[src/rtl/efr_pkg.sv]
package efr_pkg;

  // Default width of the frame byte counter
  localparam int unsigned LENGTH_BITS_DEF = 12;

  // Fixed field widths
  localparam int unsigned BYTE_W      = 8;
  localparam int unsigned FRAME_LEN_W = 12;

  // Configuration register indexes
  localparam int unsigned CFG_IDX_W = 1;
  typedef enum logic [CFG_IDX_W-1:0] {
    CFG_SYNC_BYTE   = 1'b0,
    CFG_ESCAPE_BYTE = 1'b1
  } cfg_idx_t;

  // Reset values of the configuration registers
  localparam logic [BYTE_W-1:0] SYNC_BYTE_RST   = 8'h7E;
  localparam logic [BYTE_W-1:0] ESCAPE_BYTE_RST = 8'h7D;

  // Codes that follow an escape byte
  localparam logic [BYTE_W-1:0] ESC_CODE_ESCAPE = 8'h01;
  localparam logic [BYTE_W-1:0] ESC_CODE_SYNC   = 8'h02;

  // One result word
  typedef struct packed {
    logic [BYTE_W-1:0]      data_byte;
    logic                   frame_end;
    logic                   checksum_good;
    logic                   escape_fault;
    logic [FRAME_LEN_W-1:0] frame_length;
  } result_t;

endpackage

[src/rtl/efr_byte_if.sv]
interface efr_byte_if
  import efr_pkg::*;
();
  logic              valid;
  logic              ready;
  logic [BYTE_W-1:0] raw_byte;

  modport source (output valid, output raw_byte, input ready);
  modport sink   (input valid, input raw_byte, output ready);
endinterface

[src/rtl/efr_result_if.sv]
interface efr_result_if
  import efr_pkg::*;
();
  logic                   valid;
  logic                   ready;
  logic [BYTE_W-1:0]      data_byte;
  logic                   frame_end;
  logic                   checksum_good;
  logic                   escape_fault;
  logic [FRAME_LEN_W-1:0] frame_length;

  modport source (output valid, output data_byte, output frame_end, output checksum_good,
                  output escape_fault, output frame_length, input ready);
  modport sink   (input valid, input data_byte, input frame_end, input checksum_good,
                  input escape_fault, input frame_length, output ready);
endinterface

[src/rtl/efr_deframe.sv]
module efr_deframe
  import efr_pkg::*;
#(
  parameter int unsigned LENGTH_BITS = LENGTH_BITS_DEF
) (
  input  logic              clk,
  input  logic              rst_n,
  input  logic              step,
  input  logic [BYTE_W-1:0] raw_byte,
  input  logic [BYTE_W-1:0] sync_byte,
  input  logic [BYTE_W-1:0] escape_byte,
  output logic              res_valid,
  output result_t           res
);

  logic                   inside_r, inside_nxt;
  logic                   esc_pend_r, esc_pend_nxt;
  logic                   held_valid_r, held_valid_nxt;
  logic [BYTE_W-1:0]      held_value_r, held_value_nxt;
  logic [BYTE_W-1:0]      parity_r, parity_nxt;
  logic [LENGTH_BITS-1:0] count_r, count_nxt;
  logic                   esc_err_r, esc_err_nxt;

  logic                   take;
  logic [BYTE_W-1:0]      take_val;
  logic [LENGTH_BITS+FRAME_LEN_W-1:0] count_ext;

  // Widen or trim the counter to the reported length field
  assign count_ext = {{FRAME_LEN_W{1'b0}}, count_r};

  // Decode one byte and work out the next frame state
  always_comb begin
    inside_nxt     = inside_r;
    esc_pend_nxt   = esc_pend_r;
    held_valid_nxt = held_valid_r;
    held_value_nxt = held_value_r;
    parity_nxt     = parity_r;
    count_nxt      = count_r;
    esc_err_nxt    = esc_err_r;
    take           = 1'b0;
    take_val       = raw_byte;
    res_valid      = 1'b0;
    res            = '0;

    if (step) begin
      if (raw_byte == sync_byte) begin
        // Opening or closing delimiter: clear the frame state either way
        if (inside_r) begin
          res_valid         = 1'b1;
          res.frame_end     = 1'b1;
          res.checksum_good = (parity_r == '0);
          res.escape_fault  = esc_err_r | esc_pend_r;
          res.frame_length  = count_ext[FRAME_LEN_W-1:0];
        end
        inside_nxt     = ~inside_r;
        esc_pend_nxt   = 1'b0;
        held_valid_nxt = 1'b0;
        held_value_nxt = '0;
        parity_nxt     = '0;
        count_nxt      = '0;
        esc_err_nxt    = 1'b0;
      end else if (inside_r) begin
        if (esc_pend_r) begin
          esc_pend_nxt = 1'b0;
          if (raw_byte == ESC_CODE_ESCAPE) begin
            take     = 1'b1;
            take_val = escape_byte;
          end else if (raw_byte == ESC_CODE_SYNC) begin
            take     = 1'b1;
            take_val = sync_byte;
          end else begin
            esc_err_nxt = 1'b1;
          end
        end else if (raw_byte == escape_byte) begin
          esc_pend_nxt = 1'b1;
        end else begin
          take = 1'b1;
        end
      end

      // Fold the unescaped byte in and release the one held before it
      if (take) begin
        parity_nxt = parity_r ^ take_val;
        if (count_r != '1) begin
          count_nxt = count_r + 1'b1;
        end
        if (held_valid_r) begin
          res_valid     = 1'b1;
          res.data_byte = held_value_r;
        end
        held_value_nxt = take_val;
        held_valid_nxt = 1'b1;
      end
    end
  end

  // Hold the frame state
  always_ff @(posedge clk) begin
    if (!rst_n) begin
      inside_r     <= 1'b0;
      esc_pend_r   <= 1'b0;
      held_valid_r <= 1'b0;
      held_value_r <= '0;
      parity_r     <= '0;
      count_r      <= '0;
      esc_err_r    <= 1'b0;
    end else begin
      inside_r     <= inside_nxt;
      esc_pend_r   <= esc_pend_nxt;
      held_valid_r <= held_valid_nxt;
      held_value_r <= held_value_nxt;
      parity_r     <= parity_nxt;
      count_r      <= count_nxt;
      esc_err_r    <= esc_err_nxt;
    end
  end

endmodule

[src/rtl/escaped_frame_receiver.sv]
// Result path: the link byte that causes a result word is first taken into the input
// register, then decoded, and the result word is presented from the result register.
// Throughput: one link byte per cycle; the input register, the decode logic and the
// result register form a two-stage pipeline that stalls only while a result waits.
// Reset (rst_n, synchronous, active low): pipeline empty, outside any frame, counters and
// checksum cleared, sync byte 0x7E, escape byte 0x7D.
module escaped_frame_receiver
  import efr_pkg::*;
#(
  parameter int unsigned LENGTH_BITS = LENGTH_BITS_DEF
) (
  input  logic                 clk,
  input  logic                 rst_n,
  efr_byte_if.sink             in_ch,
  efr_result_if.source         out_ch,
  input  logic                 cfg_wr_en,
  input  logic [CFG_IDX_W-1:0] cfg_index,
  input  logic [BYTE_W-1:0]    cfg_data
);

  logic [BYTE_W-1:0] sync_byte_r;
  logic [BYTE_W-1:0] escape_byte_r;

  logic              stage_valid_r;
  logic [BYTE_W-1:0] stage_byte_r;
  logic              advance;
  logic              fire;

  logic              res_valid;
  result_t           res;
  logic              out_valid_r;
  result_t           out_r;

  // Configuration registers
  always_ff @(posedge clk) begin
    if (!rst_n) begin
      sync_byte_r   <= SYNC_BYTE_RST;
      escape_byte_r <= ESCAPE_BYTE_RST;
    end else if (cfg_wr_en) begin
      case (cfg_idx_t'(cfg_index))
        CFG_SYNC_BYTE:   sync_byte_r   <= cfg_data;
        CFG_ESCAPE_BYTE: escape_byte_r <= cfg_data;
        default: ;
      endcase
    end
  end

  // Advance the pipeline whenever the result register is free or drains this cycle
  assign advance     = ~out_valid_r | out_ch.ready;
  assign fire        = stage_valid_r & advance;
  assign in_ch.ready = ~stage_valid_r | advance;

  // Input register
  always_ff @(posedge clk) begin
    if (!rst_n) begin
      stage_valid_r <= 1'b0;
    end else if (in_ch.ready) begin
      stage_valid_r <= in_ch.valid;
    end
  end

  always_ff @(posedge clk) begin
    if (in_ch.valid && in_ch.ready) begin
      stage_byte_r <= in_ch.raw_byte;
    end
  end

  efr_deframe #(
    .LENGTH_BITS (LENGTH_BITS)
  ) u_deframe (
    .clk         (clk),
    .rst_n       (rst_n),
    .step        (fire),
    .raw_byte    (stage_byte_r),
    .sync_byte   (sync_byte_r),
    .escape_byte (escape_byte_r),
    .res_valid   (res_valid),
    .res         (res)
  );

  // Result register
  always_ff @(posedge clk) begin
    if (!rst_n) begin
      out_valid_r <= 1'b0;
    end else if (advance) begin
      out_valid_r <= fire & res_valid;
    end
  end

  always_ff @(posedge clk) begin
    if (fire && res_valid) begin
      out_r <= res;
    end
  end

  assign out_ch.valid         = out_valid_r;
  assign out_ch.data_byte     = out_r.data_byte;
  assign out_ch.frame_end     = out_r.frame_end;
  assign out_ch.checksum_good = out_r.checksum_good;
  assign out_ch.escape_fault  = out_r.escape_fault;
  assign out_ch.frame_length  = out_r.frame_length;

endmodule

[src/flat_wrapper.sv]
// flat-port wrapper written by rule: the top's interface ports become plain ports
module escaped_frame_receiver_flat import efr_pkg::*;
#(
  parameter int unsigned LENGTH_BITS = LENGTH_BITS_DEF
)
  (clk, rst_n, cfg_wr_en, cfg_index, cfg_data, in_ch_valid, in_ch_raw_byte, in_ch_ready, out_ch_valid, out_ch_data_byte, out_ch_frame_end, out_ch_checksum_good, out_ch_escape_fault, out_ch_frame_length, out_ch_ready);
  efr_byte_if in_ch_i ();
  efr_result_if out_ch_i ();
  input  logic clk;
  input  logic rst_n;
  input  logic cfg_wr_en;
  input  logic [CFG_IDX_W-1:0] cfg_index;
  input  logic [BYTE_W-1:0] cfg_data;
  input wire logic [$bits(in_ch_i.valid)-1:0] in_ch_valid;
  input wire logic [$bits(in_ch_i.raw_byte)-1:0] in_ch_raw_byte;
  output wire logic [$bits(in_ch_i.ready)-1:0] in_ch_ready;
  output wire logic [$bits(out_ch_i.valid)-1:0] out_ch_valid;
  output wire logic [$bits(out_ch_i.data_byte)-1:0] out_ch_data_byte;
  output wire logic [$bits(out_ch_i.frame_end)-1:0] out_ch_frame_end;
  output wire logic [$bits(out_ch_i.checksum_good)-1:0] out_ch_checksum_good;
  output wire logic [$bits(out_ch_i.escape_fault)-1:0] out_ch_escape_fault;
  output wire logic [$bits(out_ch_i.frame_length)-1:0] out_ch_frame_length;
  input wire logic [$bits(out_ch_i.ready)-1:0] out_ch_ready;
  assign in_ch_i.valid = in_ch_valid;
  assign in_ch_i.raw_byte = in_ch_raw_byte;
  assign in_ch_ready = in_ch_i.ready;
  assign out_ch_valid = out_ch_i.valid;
  assign out_ch_data_byte = out_ch_i.data_byte;
  assign out_ch_frame_end = out_ch_i.frame_end;
  assign out_ch_checksum_good = out_ch_i.checksum_good;
  assign out_ch_escape_fault = out_ch_i.escape_fault;
  assign out_ch_frame_length = out_ch_i.frame_length;
  assign out_ch_i.ready = out_ch_ready;
  escaped_frame_receiver #(.LENGTH_BITS(LENGTH_BITS)) u_core (.clk(clk), .rst_n(rst_n), .in_ch(in_ch_i), .out_ch(out_ch_i), .cfg_wr_en(cfg_wr_en), .cfg_index(cfg_index), .cfg_data(cfg_data));
endmodule
[config.mk]
export PLATFORM = sky130hd
export DESIGN_NAME = escaped_frame_receiver_flat
export DESIGN_NICKNAME = d
export VERILOG_FILES = /design/src/rtl/efr_pkg.sv /design/src/rtl/efr_byte_if.sv /design/src/rtl/efr_result_if.sv /design/src/rtl/efr_deframe.sv /design/src/rtl/escaped_frame_receiver.sv /design/src/flat_wrapper.sv
export SDC_FILE = /design/constraint.sdc
export NUM_CORES = 1
export LEC_CHECK = 0
export BUFFER_PORTS_ARGS = -buffer_cell sky130_fd_sc_hd__buf_2
export CAP_MARGIN = 20
export CORE_MARGIN = 8
export CORE_UTILIZATION = 31
export CTS_CLUSTER_SIZE = 14
export DETAILED_ROUTE_END_ITERATION = 7
export PLACE_DENSITY = 0.47
export SLEW_MARGIN = 20
export SYNTH_ARGS = -nofsm -noshare
export SYNTH_HDL_FRONTEND = slang
export SYNTH_SLANG_ARGS = --single-unit
[constraint.sdc]
create_clock -name clk -period 3.35 [get_ports clk]
set_input_delay 0.1675 -clock clk [delete_from_list [all_inputs] [get_ports clk]]
set_output_delay 0.1675 -clock clk [all_outputs]
set_load 0.01 [all_outputs]
; Yosys cells after proc, flatten, opt, wreduce, memory -nomap -nowiden
; Cells that the tools add are included.
[op_classes]
addsub = 1
reduce_logical = 14
eq_ne = 7
bitwise_logic = 10
muxes = 36
[ops]
columns = op, n
row1 = 8-bit 2-to-1 mux, 9
row2 = 12-bit 2-to-1 mux, 3
row3 = 1-bit 2-to-1 mux, 23
row4 = 8-bit == test, 2
row5 = 15-bit 2-to-1 mux, 1
row6 = 12-bit by 1-bit adder with 12-bit output (second input constant), 1
row7 = 12-bit != test (second input constant), 1
row8 = 2-bit AND reduction, 5
row9 = 8-bit by 1-bit == test with 1-bit output (second input constant), 1
row10 = 8-bit by 2-bit == test with 1-bit output (second input constant), 1
row11 = 8-bit logical NOT, 1
row12 = 8-bit XOR, 1
row13 = 3-bit AND reduction, 2
row14 = 2-bit nonzero test, 3
row15 = 5-bit AND reduction, 1
row16 = 2-bit != test (second input constant), 2
row17 = 1-bit inverter, 4
row18 = 1-bit OR, 3
row19 = 1-bit bitwise AND, 2
row20 = 1-bit logical AND, 2
[totals]
in_bits = 22
regBits = 81

; Depth between registers and ports, before layout
[logic_depth]
word_depth = 10
mapped_depth = 8
ltp_nobuf = 7

; By module
; From an unflattened synthesis, not the netlist that was laid out.
[hier_totals]
hier_cells = 355
hier_area_um2 = 3709.8
[by_module_without_submodules]
columns = module, area_per_inst_um2, n_inst, cells_per_inst
row1 = efr_deframe, 2035.7, 1, 240
row2 = escaped_frame_receiver, 1674.1, 1, 115

; Worst setup path after synthesis
; No wires, ideal clock.
[synth_path]
path_kind = register to register
start = register u_core.stage_byte_r[4]
end = register u_core.out_r (netlist bit u_core.out_ch.checksum_good), enable pin
synth_period_minus_slack_ps = 2897
t_required_ps = 2969
path_slack_ps = 453
t_arrival_ps = 2516
stages_incl_launch_ff = 7
path_cell_list = edfxtp_1 or4_4 o41a_4 nor2_4 and4_1 buf_2 or2_1
[synth_between]
elab_chain_cells = 10
word_cells_on_any_way = 16
classes_between = 4 x eq/ne / 11 x mux / 1 x reduce/logical
[synth_lines]
columns = element, line_no
row1 = "start, declared", escaped_frame_receiver.sv:25  ; logic [BYTE_W-1:0] stage_byte_r;
row2 = "start signal, assigned", escaped_frame_receiver.sv:64  ; stage_byte_r <= in_ch.raw_byte;
row3 = 8-bit by 2-bit == test with 1-bit output, efr_deframe.sv:68  ; end else if (raw_byte == ESC_CODE_SYNC) begin
row4 = 1-bit 2-to-1 mux, efr_deframe.sv:68
row5 = 1-bit 2-to-1 mux, efr_deframe.sv:65  ; if (raw_byte == ESC_CODE_ESCAPE) begin
row6 = 1-bit 2-to-1 mux, efr_deframe.sv:63  ; if (esc_pend_r) begin
row7 = 1-bit 2-to-1 mux, efr_deframe.sv:62  ; end else if (inside_r) begin
row8 = 1-bit 2-to-1 mux, efr_deframe.sv:46  ; if (raw_byte == sync_byte) begin
row9 = 1-bit 2-to-1 mux, efr_deframe.sv:45  ; if (step) begin
row10 = 1-bit 2-to-1 mux (*), efr_deframe.sv:82  ; if (take) begin
row11 = 1-bit 2-to-1 mux (*), efr_deframe.sv:45
row12 = 1-bit logical AND (*), escaped_frame_receiver.sv:91  ; if (fire && res_valid) begin
row13 = "end signal, assigned", escaped_frame_receiver.sv:92  ; out_r <= res;
row14 = "end, declared", escaped_frame_receiver.sv:32  ; result_t out_r;
; Every way passes the cells marked *; elsewhere a longest branch is shown, timed or not. The select of a mux whose other input is x is not followed.
; A chain may end at the register's enable or synchronous reset.

; Worst setup path in the final report
[layout_path]
start = register u_core.stage_byte_r[4]
end = register u_core.out_r (netlist bit u_core.out_ch.frame_length[0]), enable pin
; The elaborated chain is that of the path after synthesis.

==> impl_results.md <==
* Status: complete, no violations
* CP max FO at 24
* Hold Crit Class: input port to flop
* Area of the core at approximately 0.012 mm²
* Multi-input logic area at ~0.0017 mm²
* Setup TNS at 0 ns
* Post-route ant nets at 0
* Clock Skews at roughly 0.0062 ns
* Grt total ovfl at 0
* Row cnt at 40
* Residual DRC at 0
* Req. time, crit path at about 3.4 ns
* Fraction of registers with async set/reset at 0%
* Post-synthesis sequential area ratio at 52.4%
* R2R depth at 6
* Tightest Pin Transition at between 0.6 and 0.7 ns
* Hold WS at between 0.007 and 0.008 ns
* Drt via density at about 5
* RSZ-0062 raised after global routing: no
* Area leader, netlist: dfxtp_1
* Num Clock Sinks at 81
* Setup Buffers After CTS at 0
* Peak Freq at between 300 and 400 MHz
* Synth cell types at 53
* CTS H-tree depth at 3
* FF+latch count, synth at 81
* I/O pins at between 40 and 50
* Port Buffers at 46
* DP HPWL at about 6.7 mm
* Nets at between 400 and 500
* Chip height at roughly 130 µm
* Post-CTS sizing at 0
* Avg Cell Area, Syn at roughly 10 µm²
* Routed vias at 2,883
* Post-Syn Area at ~0.0037 mm²
* Final core occ at a little under two fifths
* Synth top cells by count: 56 x nand2_1, 50 x dfxtp_1, 31 x edfxtp_1
* Area share of the leading cell type in the synthesized netlist at between 20% and 30%
* Initial antenna violation count at 0
* Routed WL per cell at 15.7 µm
* ANT cells at 0
* Fillers at between 1k and 1.5k
* CTS tree: done
* Slew HR at between 50% and 60%
* Crit path launch type: flop
* Clock slew at reported path FFs at about 0.06 ns
* Max-slew violation count at 0
* Prevailing post-synth register cell: dfxtp_1
* Syn Nets at between 300 and 400
* Critical Path AT at 2.88 ns
* Leakage power at about 1.7 nW
* Ranking of synthesized cells by area: dfxtp_1 27%, edfxtp_1 25%, nand2_1 5.7%
* Starting density of the core at ~31%
* Layout cells sized above 1 at between 20% and 30%
* Syn Inst Count at ~370
* Reg area at roughly 0.0019 mm²
* Hold Violations, Final at 0
* Clock root buffer: clkbuf_16
* Yosys warns at 0
* Total Routed Length at around 9.1 mm
* CTS Buf Count at 9
* CTS max path bufs at 2
* Final setup vio count at 0
* Crit path capture type: flop
* Pwr/cell area at ~500 mW/mm²
* Hold Buf Count CTS at 4
* Layout area overhead at 20.9%
* Count leader, synth: nand2_1
* RePlAce Congestion at 0.794
* Worst-skew pair later-pin latency at ~0.34 ns
* Worst VDD drop at approximately 200 µV
* Largest net degree at the start of global routing at 25
* DRT iter0 DRCs at around 210
* Die Width at ~130 µm
* Min Clock Period, post-route at 2.87 ns
* First-pass GRT wire length at approximately 15 mm
* All-layer global routing usage at around an eighth
* WS Path Type: flop to flop
* Number of synthesized flops with an enable pin at 31
* DRT Pass-1 Iters at 4
* Full die area at between 0.015 and 0.02 mm²
* MaxCap Viol Count at 0
* Worst Hold Path Cells at 1
* Final period util at between 80% and 90%
* Vias in the first global route at just under 3k
## worst max-delay path, stage by stage, from the launching register on
cell and delay (ns):
edfxtp_1 0.46, or4_4 0.59, o41a_4 0.48, nor2_4 0.17, and4_1 0.38, or2_1 0.15
buf_4 0.31
## worst paths after layout
kind	start	end	slack (ns)
max	u_core.stage_byte_r[4]$_DFFE_PP_	u_core.out_ch.frame_length[0]$_SDFFCE_PN0P_	0.48
min	in_ch_raw_byte[1]	u_core.stage_byte_r[1]$_DFFE_PP_	0.007
max reg2reg	u_core.stage_byte_r[4]$_DFFE_PP_	u_core.out_ch.frame_length[0]$_SDFFCE_PN0P_	0.48
min reg2reg	u_core.u_deframe.held_value_r[6]$_SDFFE_PN0P_	u_core.u_deframe.held_value_r[6]$_SDFFE_PN0P_	0.44
## cells by family after synthesis
group,synth area share (%)
AOI/OAI and AO/OA,16.0
DFF,52.4
adders and majority gates,0.339
xor gates and xnor gates,4.27
buffers and inverters,2.00
and+or+nand+nor,25.1
## metal layers
| metal | vias up | global-route usage (%) | wire [µm] |
|---|---|---|---|
| met5 | - | 0 | 0 |
| met4 | 0 | 4.51 | 70 |
| met3 | 8 | 2.97 | 419 |
| met2 | 77 | 19.4 | 4180 |
| met1 | 1327 | 15.3 | 4420 |
| li1 | 1471 | - | - |
## registers in the layout, summed over array words and instances, names as in the netlist, 8 cells and up
signal                         flops
u_core.u_deframe.count_r          12
u_core.u_deframe.parity_r          8
u_core.sync_byte_r                 8
u_core.stage_byte_r                8
u_core.u_deframe.held_value_r      8
u_core.out_ch.frame_length        12
u_core.escape_byte_r               8
u_core.out_ch.data_byte            8
## metrics by stage
stage | instances | worst slack, ns | power (W) | instance area (µm²)
after detailed placement | 557 | 0.442 | 0.00123 | 4110
after floorplan | 368 | 0.453 | 0.00117 | 3690
after global placement | 557 | 0.483 | 0.00122 | 4110
after global routing | 578 | 0.308 | 0.00228 | 4460
after CTS | 577 | 0.421 | 0.00222 | 4450
final | 578 | 0.477 | 0.00220 | 4460
## power breakdown
part | internal [W] | switching [W]
Sequential | 0.00104 | 0.0000322
Clock | 0.000600 | 0.000397
Combinational | 0.0000577 | 0.0000790
## area by class of cell
cell class              count  share of cell area (%)
flip-flops and latches     81                    43.3
well taps                 147                    4.12
multi-input cells         268                    37.8
clock inverters             4                    1.15
repair buffers             58                    7.46
inverters                   8                   0.673
clock buffers              12                    5.53
## cells in the final DEF, fill, tap and decap left out, types with 3 or more instances in the layout
cell / instances
a2111oi_0: 3
a21oi_1: 13
a22o_1: 10
a311oi_1: 5
a31oi_1: 4
and2_1: 14
and3_1: 14
buf_2: 46
buf_4: 7
clkbuf_16: 9
dfxtp_1: 50
dlygate4sd3_1: 5
edfxtp_1: 31
inv_1: 7
nand2_1: 56
nand3_1: 18
nor2_1: 18
nor2b_1: 10
nor3_1: 13
nor4_1: 5
nor4_2: 3
o21ai_0: 10
o21ai_1: 7
o221a_1: 3
o221a_2: 5
or2_2: 3
xor2_1: 16
Note: power is estimated with default switching activity, not from simulation.
